$ cat src/hw/rtl/safa_pkg.sv
// Package for the sparse attractive-force accumulator.
// Holds payload structs, widths, constants and the controller/datapath command types.
// No dependencies.
`default_nettype none

package safa_pkg;

   localparam int COORD_W   = 24;
   localparam int AFF_W     = 32;
   localparam int ACC_W     = 40;
   localparam int DIFF_W    = COORD_W + 1;
   localparam int SQ_W      = 2 * COORD_W;
   localparam int Q_W       = 50;
   localparam int QUO_W     = 32;
   localparam int MULA_W    = QUO_W + 1;
   localparam int PROD_W    = MULA_W + DIFF_W;
   localparam int TERM_W    = PROD_W - QUO_W;
   localparam int DIV_CNT_W = $clog2(QUO_W);

   localparam logic [Q_W-1:0] ONE_Q32 = Q_W'(64'h1_0000_0000);
   localparam logic signed [ACC_W-1:0] ACC_MAX = {1'b0, {(ACC_W-1){1'b1}}};
   localparam logic signed [ACC_W-1:0] ACC_MIN = {1'b1, {(ACC_W-1){1'b0}}};

   typedef struct packed {
      logic signed [COORD_W-1:0] self_x;
      logic signed [COORD_W-1:0] self_y;
      logic signed [COORD_W-1:0] nbr_x;
      logic signed [COORD_W-1:0] nbr_y;
      logic [AFF_W-1:0]          affinity;
      logic                      row_last;
   } req_type;

   typedef struct packed {
      logic signed [ACC_W-1:0] force_x;
      logic signed [ACC_W-1:0] force_y;
      logic                    saturated;
   } rsp_type;

   typedef enum logic [3:0] {
      OP_NONE,
      OP_LOAD,
      OP_SQX,
      OP_SQY,
      OP_QSUM,
      OP_DIV,
      OP_MULX,
      OP_MULY,
      OP_ACCY
   } dp_op_type;

   typedef struct packed {
      dp_op_type op;
      logic      emit;
   } dp_cmd_type;

   typedef struct packed {
      logic row_last;
   } dp_status_type;

endpackage

`default_nettype wire

$ cat src/hw/rtl/sparse_attractive_force_accumulator_core.sv
// Sparse attractive-force accumulator, top level. One graph edge is taken per
// transaction: it forms q = 1 + dx^2 + dy^2, the weight w = affinity / q and adds
// w*dx, w*dy into saturating 40-bit Q24.16 sums; the last edge of a row emits the
// force and the sticky saturation flag, then clears the sums. Each edge runs
// through accept, squaring of dx and dy, the sum forming q, the bit-serial
// restoring divider for the 32-bit weight, then multiply, accumulate and finish;
// no new edge is taken before that. A finished result waits in an output
// register while the next edge is taken; a row end stalls only if the prior
// result is unread. Uses safa_pkg, safa_ctrl and safa_datapath.
`default_nettype none

module sparse_attractive_force_accumulator_core (
   input  logic              clock,
   input  logic              reset,
   input  logic              req_valid,
   output logic              req_ready,
   input  safa_pkg::req_type req_data,
   output logic              rsp_valid,
   input  logic              rsp_ready,
   output safa_pkg::rsp_type rsp_data
);
   import safa_pkg::*;

   dp_cmd_type    cmd;
   dp_status_type status;

   safa_ctrl u_ctrl (
      .clock     (clock),
      .reset     (reset),
      .req_valid (req_valid),
      .req_ready (req_ready),
      .rsp_valid (rsp_valid),
      .rsp_ready (rsp_ready),
      .status    (status),
      .cmd       (cmd)
   );

   safa_datapath u_datapath (
      .clock    (clock),
      .reset    (reset),
      .cmd      (cmd),
      .req_data (req_data),
      .status   (status),
      .rsp_data (rsp_data)
   );

endmodule

`default_nettype wire

$ cat src/hw/rtl/safa_datapath.sv
// Datapath: coordinate differences, shared multiplier, restoring divider,
// saturating accumulators and the result register. Uses safa_pkg.
`default_nettype none

module safa_datapath (
   input  logic                    clock,
   input  logic                    reset,
   input  safa_pkg::dp_cmd_type    cmd,
   input  safa_pkg::req_type       req_data,
   output safa_pkg::dp_status_type status,
   output safa_pkg::rsp_type       rsp_data
);
   import safa_pkg::*;

   logic signed [DIFF_W-1:0] dx_ff, dy_ff;
   logic [AFF_W-1:0]         aff_ff;
   logic                     last_ff;
   logic signed [PROD_W-1:0] prod_ff;
   logic [Q_W-1:0]           q_ff;
   logic [Q_W-1:0]           rem_ff;
   logic [QUO_W-1:0]         w_ff;
   logic signed [ACC_W-1:0]  sum_x_ff, sum_y_ff;
   logic                     ovf_ff;
   rsp_type                  rsp_ff;

   logic signed [MULA_W-1:0] mul_a;
   logic signed [DIFF_W-1:0] mul_b;
   logic signed [PROD_W-1:0] mul_p;
   logic [Q_W:0]             rem_shift;
   logic [Q_W:0]             rem_diff;
   logic                     quo_bit;
   logic signed [TERM_W-1:0] term;
   logic signed [ACC_W-1:0]  acc_sel;
   logic [ACC_W:0]           acc_sum;
   logic signed [ACC_W-1:0]  acc_sat;
   logic                     acc_ovf;

   // Shared multiplier: squares first, then weight times difference.
   always_comb begin
      unique case (cmd.op)
         OP_SQY: begin
            mul_a = {{(MULA_W-DIFF_W){dy_ff[DIFF_W-1]}}, dy_ff};
            mul_b = dy_ff;
         end
         OP_MULX: begin
            mul_a = {1'b0, w_ff};
            mul_b = dx_ff;
         end
         OP_MULY: begin
            mul_a = {1'b0, w_ff};
            mul_b = dy_ff;
         end
         default: begin
            mul_a = {{(MULA_W-DIFF_W){dx_ff[DIFF_W-1]}}, dx_ff};
            mul_b = dx_ff;
         end
      endcase
      mul_p = mul_a * mul_b;
   end

   // One restoring quotient bit per cycle; the low dividend bits are all zero.
   assign rem_shift = {rem_ff, 1'b0};
   assign rem_diff  = rem_shift - {1'b0, q_ff};
   assign quo_bit   = (rem_shift >= {1'b0, q_ff});

   // Arithmetic shift of the signed product gives the floor.
   assign term    = prod_ff[PROD_W-1:QUO_W];
   assign acc_sel = (cmd.op == OP_MULY) ? sum_x_ff : sum_y_ff;
   assign acc_sum = {acc_sel[ACC_W-1], acc_sel}
                  + {{(ACC_W+1-TERM_W){term[TERM_W-1]}}, term};

   always_comb begin
      acc_sat = acc_sum[ACC_W-1:0];
      acc_ovf = 1'b0;
      priority if (!acc_sum[ACC_W] && acc_sum[ACC_W-1]) begin
         acc_sat = ACC_MAX;
         acc_ovf = 1'b1;
      end else if (acc_sum[ACC_W] && !acc_sum[ACC_W-1]) begin
         acc_sat = ACC_MIN;
         acc_ovf = 1'b1;
      end else begin
         acc_sat = acc_sum[ACC_W-1:0];
      end
   end

   always_ff @(posedge clock) begin
      unique case (cmd.op)
         OP_LOAD: begin
            dx_ff   <= {req_data.self_x[COORD_W-1], req_data.self_x}
                     - {req_data.nbr_x[COORD_W-1], req_data.nbr_x};
            dy_ff   <= {req_data.self_y[COORD_W-1], req_data.self_y}
                     - {req_data.nbr_y[COORD_W-1], req_data.nbr_y};
            aff_ff  <= req_data.affinity;
            last_ff <= req_data.row_last;
         end
         OP_SQX: begin
            prod_ff <= mul_p;
         end
         OP_SQY: begin
            q_ff    <= ONE_Q32 + Q_W'(prod_ff[SQ_W-1:0]);
            prod_ff <= mul_p;
         end
         OP_QSUM: begin
            q_ff   <= q_ff + Q_W'(prod_ff[SQ_W-1:0]);
            rem_ff <= Q_W'(aff_ff);
         end
         OP_DIV: begin
            rem_ff <= quo_bit ? rem_diff[Q_W-1:0] : rem_shift[Q_W-1:0];
            w_ff   <= {w_ff[QUO_W-2:0], quo_bit};
         end
         OP_MULX, OP_MULY: begin
            prod_ff <= mul_p;
         end
         default: begin
         end
      endcase
      if (cmd.emit) begin
         rsp_ff.force_x   <= sum_x_ff;
         rsp_ff.force_y   <= sum_y_ff;
         rsp_ff.saturated <= ovf_ff;
      end
   end

   always_ff @(posedge clock) begin
      if (reset) begin
         sum_x_ff <= '0;
         sum_y_ff <= '0;
         ovf_ff   <= 1'b0;
      end else if (cmd.emit) begin
         sum_x_ff <= '0;
         sum_y_ff <= '0;
         ovf_ff   <= 1'b0;
      end else if (cmd.op == OP_MULY) begin
         sum_x_ff <= acc_sat;
         ovf_ff   <= ovf_ff | acc_ovf;
      end else if (cmd.op == OP_ACCY) begin
         sum_y_ff <= acc_sat;
         ovf_ff   <= ovf_ff | acc_ovf;
      end
   end

   assign status.row_last = last_ff;
   assign rsp_data        = rsp_ff;

endmodule

`default_nettype wire

$ cat src/hw/rtl/safa_ctrl.sv
// Controller: sequences one edge through the datapath and owns both handshakes.
// Uses safa_pkg.
`default_nettype none

module safa_ctrl (
   input  logic                    clock,
   input  logic                    reset,
   input  logic                    req_valid,
   output logic                    req_ready,
   output logic                    rsp_valid,
   input  logic                    rsp_ready,
   input  safa_pkg::dp_status_type status,
   output safa_pkg::dp_cmd_type    cmd
);
   import safa_pkg::*;

   typedef enum logic [3:0] {
      S_IDLE,
      S_SQX,
      S_SQY,
      S_QSUM,
      S_DIV,
      S_MULX,
      S_MULY,
      S_ACCY,
      S_DONE
   } state_type;

   state_type              state_ff, state_in;
   logic [DIV_CNT_W-1:0]   cnt_ff, cnt_in;
   logic                   rsp_valid_ff, rsp_valid_in;
   logic                   out_free;

   assign out_free = !rsp_valid_ff || rsp_ready;

   always_comb begin
      state_in     = state_ff;
      cnt_in       = cnt_ff;
      rsp_valid_in = rsp_valid_ff && !rsp_ready;
      cmd.op       = OP_NONE;
      cmd.emit     = 1'b0;
      unique case (state_ff)
         S_IDLE: begin
            if (req_valid) begin
               cmd.op   = OP_LOAD;
               state_in = S_SQX;
            end
         end
         S_SQX: begin
            cmd.op   = OP_SQX;
            state_in = S_SQY;
         end
         S_SQY: begin
            cmd.op   = OP_SQY;
            state_in = S_QSUM;
         end
         S_QSUM: begin
            cmd.op   = OP_QSUM;
            cnt_in   = '0;
            state_in = S_DIV;
         end
         S_DIV: begin
            cmd.op = OP_DIV;
            cnt_in = cnt_ff + 1'b1;
            if (cnt_ff == DIV_CNT_W'(QUO_W - 1)) begin
               state_in = S_MULX;
            end
         end
         S_MULX: begin
            cmd.op   = OP_MULX;
            state_in = S_MULY;
         end
         S_MULY: begin
            cmd.op   = OP_MULY;
            state_in = S_ACCY;
         end
         S_ACCY: begin
            cmd.op   = OP_ACCY;
            state_in = S_DONE;
         end
         S_DONE: begin
            // at a row end, hold here while the previous result is still unread
            if (!status.row_last) begin
               state_in = S_IDLE;
            end else if (out_free) begin
               cmd.emit     = 1'b1;
               rsp_valid_in = 1'b1;
               state_in     = S_IDLE;
            end
         end
         default: begin
            state_in = S_IDLE;
         end
      endcase
   end

   always_ff @(posedge clock) begin
      if (reset) begin
         state_ff     <= S_IDLE;
         cnt_ff       <= '0;
         rsp_valid_ff <= 1'b0;
      end else begin
         state_ff     <= state_in;
         cnt_ff       <= cnt_in;
         rsp_valid_ff <= rsp_valid_in;
      end
   end

   assign req_ready = (state_ff == S_IDLE);
   assign rsp_valid = rsp_valid_ff;

endmodule

`default_nettype wire

$ cat config.mk
export PLATFORM = sky130hd
export DESIGN_NAME = sparse_attractive_force_accumulator_core
export DESIGN_NICKNAME = d
export VERILOG_FILES = /design/src/hw/rtl/safa_pkg.sv /design/src/hw/rtl/sparse_attractive_force_accumulator_core.sv /design/src/hw/rtl/safa_datapath.sv /design/src/hw/rtl/safa_ctrl.sv
export SDC_FILE = /design/constraint.sdc
export NUM_CORES = 2
export LEC_CHECK = 0
export BUFFER_PORTS_ARGS = -buffer_cell sky130_fd_sc_hd__buf_4
export CAP_MARGIN = 20
export CORE_UTILIZATION = 65
export DETAILED_ROUTE_END_ITERATION = 7
export GPL_TIMING_DRIVEN = 0
export PLACE_DENSITY = 0.83
export SLEW_MARGIN = 20
export SYNTH_ARGS = -nofsm -noshare
export SYNTH_HDL_FRONTEND = slang
export SYNTH_HIERARCHICAL = 1
export SYNTH_SLANG_ARGS = --single-unit
$ cat constraint.sdc
create_clock -name clock -period 31.4 [get_ports clock]
set_input_delay 6.28 -clock clock [delete_from_list [all_inputs] [get_ports clock]]
set_output_delay 6.28 -clock clock [all_outputs]
set_load 0.05 [all_outputs]
Word level (Yosys, flattened, before mapping)
Cells that the tools add are included.
Cells by class
  multiplexer cells: 26
  $lt $le $gt $ge: 1
  add/subtract/negate cells: 7
  multipliers: 1
  reduce and logical (&&, ||, !) cells: 19
  equal/unequal tests: 20
  bitwise logic cells: 2
Operators with widths (count)
  $pmux W50 S2: 2
  $mux W40: 3
  $pmux W33 S2: 1
  $mul A33 B25 Y58: 1
  $ge A51 B50 Y1: 1
  $add A50 B48 Y50: 1
  $mux W50: 1
  $sub A24 B24 Y25: 2
  $sub A50 B50 Y50: 1
  $add A33 B48 Y49 const A: 1
  $add A40 B26 Y41: 1
  $pmux W4 S9: 1
  $eq A4 B3 Y1 const B: 8
  $pmux W4 S8: 1
  $mux W25: 1
  $eq A4 B2 Y1 const B: 4
  $mux W4: 4
  $mux W1: 11
  $pmux W5 S2: 1
  $eq A4 B1 Y1 const B: 2
  $eq A4 B4 Y1 const B: 2
  $reduce_bool A2 Y1: 4
  $reduce_or A2 Y1: 3
  $add A5 B1 Y5 const B: 1
  13 further kinds: 18
Storage, ports and cells
  output and inout bits: 83
  flip-flop bits (word level): 445
  input bits: 133

Depth between registers and ports, before layout
  depth after elaboration: 12
  mapped depth: 40

Cells and area by module
The synthesis kept the hierarchy.
By module, submodules not included
  safa_datapath: area each 54345.9 um2, seq. area each 12251.8 um2, cells each 5884, instances 1
  safa_ctrl: area each 571.8 um2, seq. area each 200.2 um2, cells each 59, instances 1

Worst setup path before layout
No wires, ideal clock.
  kind: in2reg
  start: in req_valid
  end: reg u_datapath.prod_ff[56], data pin
  stages on the path: 34
  buffers on the path: 4
  path slack: 16969 ps
  required time: 31134 ps
  arrival time: 14166 ps
  setup time: 266 ps
  cell sequence: nor3_1 > nor3_1 > clkbuf_1 > nand2_1 > clkbuf_1 > buf_1 > nand2_1 > nand2_1 > clkbuf_1 > nand2_1 > fa_1 > inv_1 > fa_1 > inv_1 > fa_1 > fa_1 > inv_1 > fa_1 > fa_1 > inv_1 > fa_1 > inv_1 > ha_1 > a21o_2 > a21o_1 > a21oi_1 > o311ai_0 > o311ai_0 > a21o_1 > o21ai_0 > and3_1 > a2111oi_0 > nor3_1 > xor2_1
RTL lines
  from (decl): RTL line sparse_attractive_force_accumulator_core.sv:15  | input logic req_valid,
  to (signal assigned): RTL line safa_datapath.sv:97  | prod_ff <= mul_p;
  to (signal assigned): RTL line safa_datapath.sv:101  | prod_ff <= mul_p;
  to (signal assigned): RTL line safa_datapath.sv:112  | prod_ff <= mul_p;
  to (decl): RTL line safa_datapath.sv:18  | logic signed [PROD_W-1:0] prod_ff;

==> impl_metrics.ini <==
[outcome]
outcome = finished clean

[sta]
timing.fmax_ghz = 0.0591
rsz0062_at_grt = false
period_share_pct = 53.9
relSlewSlack_pct = 15.1
setup_viol_count_final = 0
hold_viol = 0
slew_viol_final = 0
worst_pin_slew_ns = 1.27
holdWs_ns = 0.453
finClkSkew_ns = 0.0621
fin_tns_setup_ns = 0
min_period_ns = 16.91

[grt]
grt.total_usage_pct = 42.0
grt_pass1_vias = 45100
grt_max_degree = 54
grt_overflow = 0
antenna_found_initial = 3
grt_pass1_wl_um = 267000

[setup_path]
critPathBufInv = 10
crit_type = input pin to flop
crit_top_cell = fa_1
path_max_fanout = 10
start_kind = input pin
end_kind = flop
slowest_stage = buf_1
cp.arrival_ns = 17.36
crit_family = adder cells
worst_ep_required_time_ns = 31.85
critPathMaxStageDelay_ns = 0.75

[yosys]
synth_top_family_by_area = adder cells
ys_seq_area_share_pct = 22.7
synth-compound-area-share_pct = 11.7
yosys.area_share.simple_pct = 13.6
synthMuxAreaShare_pct = 0.791
yosysWarningCount = 6
avgSynthCellArea_um2 = 9.24
yosysUniqueCellTypes = 95
synth_top_area_share_pct = 30.9
ys.flop_type = edfxtp_1
ys_async_sr_fraction_pct = 0
synth_seq_cells = 445
synth_fp_nets = 7271
synth_xor_area_share_pct = 3.73
synthAdderAreaFrac_pct = 38.8
synth_cells = 5943
synthTopCellsByArea = fa_1, edfxtp_1, ha_1
yosysTopAreaCell = fa_1
synth_area_um2 = 54900
synth_edf_count = 354

[finish]
layout_common_cells = inv_1, fa_1, nand2_1
nFillCells = 6394
drive_above_1_share_pct = 6.33
nets = 7551
final_common_cell = inv_1
area_delta_synth_final_pct = 9.22

[clock_tree]
clk_latency_ns = 0.67
post-cts-setup-buffers = 0
cts_tree = yes
cts_buffer_depth = 3
post_cts_resize_count = 0
path_clk_slew_ns = 0.07
root_buffer = clkbuf_16
cts-hold-fix-buffers = 0
cts_sinks = 445
numCtsBuffers = 49
htreeDepth = 2

[hold_path]
min_path_type = flop to flop

[placement]
post-dp-hpwl_um = 144000
gp_congestion = 1.07
portBuffers = 215

[route]
vias_per_cell = 6.11
antenna_left = 0
wl_per_cell_um = 24.0
drt_wl_total_um = 177000
drc = 0
drt_iter0_drc = 4697
drtPass1Iterations = 6
dr_total_vias = 45200

[floorplan]
start_util_pct = 65.6
placementRows = 106
fp.dieW_um = 293
die_h_um = 293
dieArea_um2 = 85700
coreArea_um2 = 83700
io_pins = 216

[flow_run]
maxCapViolCount = 0
## kinds of logic after synthesis
logic type	after synthesis
AO/OA/AOI/OAI	1002
XOR/XNOR	234
adder cells (fa/ha/maj)	1195
buffers and inverters	1255
flip-flops	445
multiplexers	43
AND/OR/NAND/NOR	1769
## state kept, by name, indices dropped and copies added, names as in the netlist
name                 flops
u_datapath/rem_ff       50
u_datapath/dx_ff        25
u_datapath/prod_ff      58
u_datapath/dy_ff        25
u_ctrl/rsp_valid         1
u_datapath/sum_x_ff     40
u_datapath/rsp_data     81
u_datapath/ovf_ff        1
u_datapath/w_ff         32
u_datapath/sum_y_ff     40
u_ctrl/cnt_ff            5
u_datapath/q_ff         50
u_ctrl/state_ff          4
u_datapath/status        1
u_datapath/aff_ff       32
## metal layers
metal | up-vias | track usage [%] | wire, um | share of wire, %
li1 | 19700 | - | - | -
met1 | 22200 | 53.7 | 65100 | 37
met2 | 2712 | 66.3 | 80400 | 45
met3 | 635 | 9.49 | 19400 | 11
met4 | 0 | 24.3 | 12300 | 7.0
met5 | - | 0 | 0 | 0
## per-stage QoR
step	util [%]	cells	cell area, um^2	setup WS [ns]
finish	71.7	7399	60000	14.49
global route	71.7	7394	60000	14.18
CTS	71.6	7392	60000	14.84
detailed placement	69.6	7304	58200	14.16
global placement	69.2	7292	58000	14.31
floorplan	-	5943	54900	16.97
## final cells by class
class | count | area (um^2) | share of cell area [%]
multi-input cells | 4243 | 37800 | 62.9
inverters | 1008 | 3790 | 6.31
clock inverters | 29 | 349 | 0.582
flip-flops and latches | 445 | 12500 | 20.8
well taps | 1134 | 1420 | 2.37
repair buffers | 229 | 1840 | 3.07
clock buffers | 59 | 1370 | 2.28
diodes | 5 | 12.5 | 0.0209
plain buffers | 247 | 996 | 1.66
## cell usage after synthesis (all sizes together) (7+ instances only)
| cell | count |
|---|---|
| a31o | 8 |
| o31a | 8 |
| dfxtp | 91 |
| a21boi | 16 |
| a221oi | 23 |
| and2 | 28 |
| nor2 | 629 |
| nand4 | 21 |
| o31ai | 17 |
| nor3 | 42 |
| a221o | 21 |
| inv | 1007 |
| xor2 | 85 |
| a21o | 139 |
| nand2 | 813 |
| a21oi | 301 |
| edfxtp | 354 |
| and3 | 34 |
| o21ai | 215 |
| nand2b | 60 |
| buf | 25 |
| xnor2 | 149 |
| or2 | 14 |
| ha | 348 |
| o21bai | 27 |
| o21a | 43 |
| nor4 | 7 |
| mux2i | 40 |
| or3 | 13 |
| a31oi | 28 |
| clkbuf | 222 |
| fa | 847 |
| a211oi | 79 |
| a211o | 9 |
| nor2b | 28 |
| nand3 | 51 |
## final timing paths
kind / cells after the start / slack, ns / to / from
worst max-delay path: 35 / 14.49 / u_datapath/prod_ff[56] / req_valid
worst min register to register: 0 / 0.45 / u_datapath/rsp_data[0] / u_datapath/ovf_ff
worst max register to register: 38 / 19.29 / u_datapath/prod_ff[56] / u_ctrl/state_ff[1]
worst min-delay path: 0 / 0.45 / u_datapath/rsp_data[0] / u_datapath/ovf_ff
Power is not shown: default switching activity piles up to over one toggle a cycle in this logic, so the estimate is an artifact.
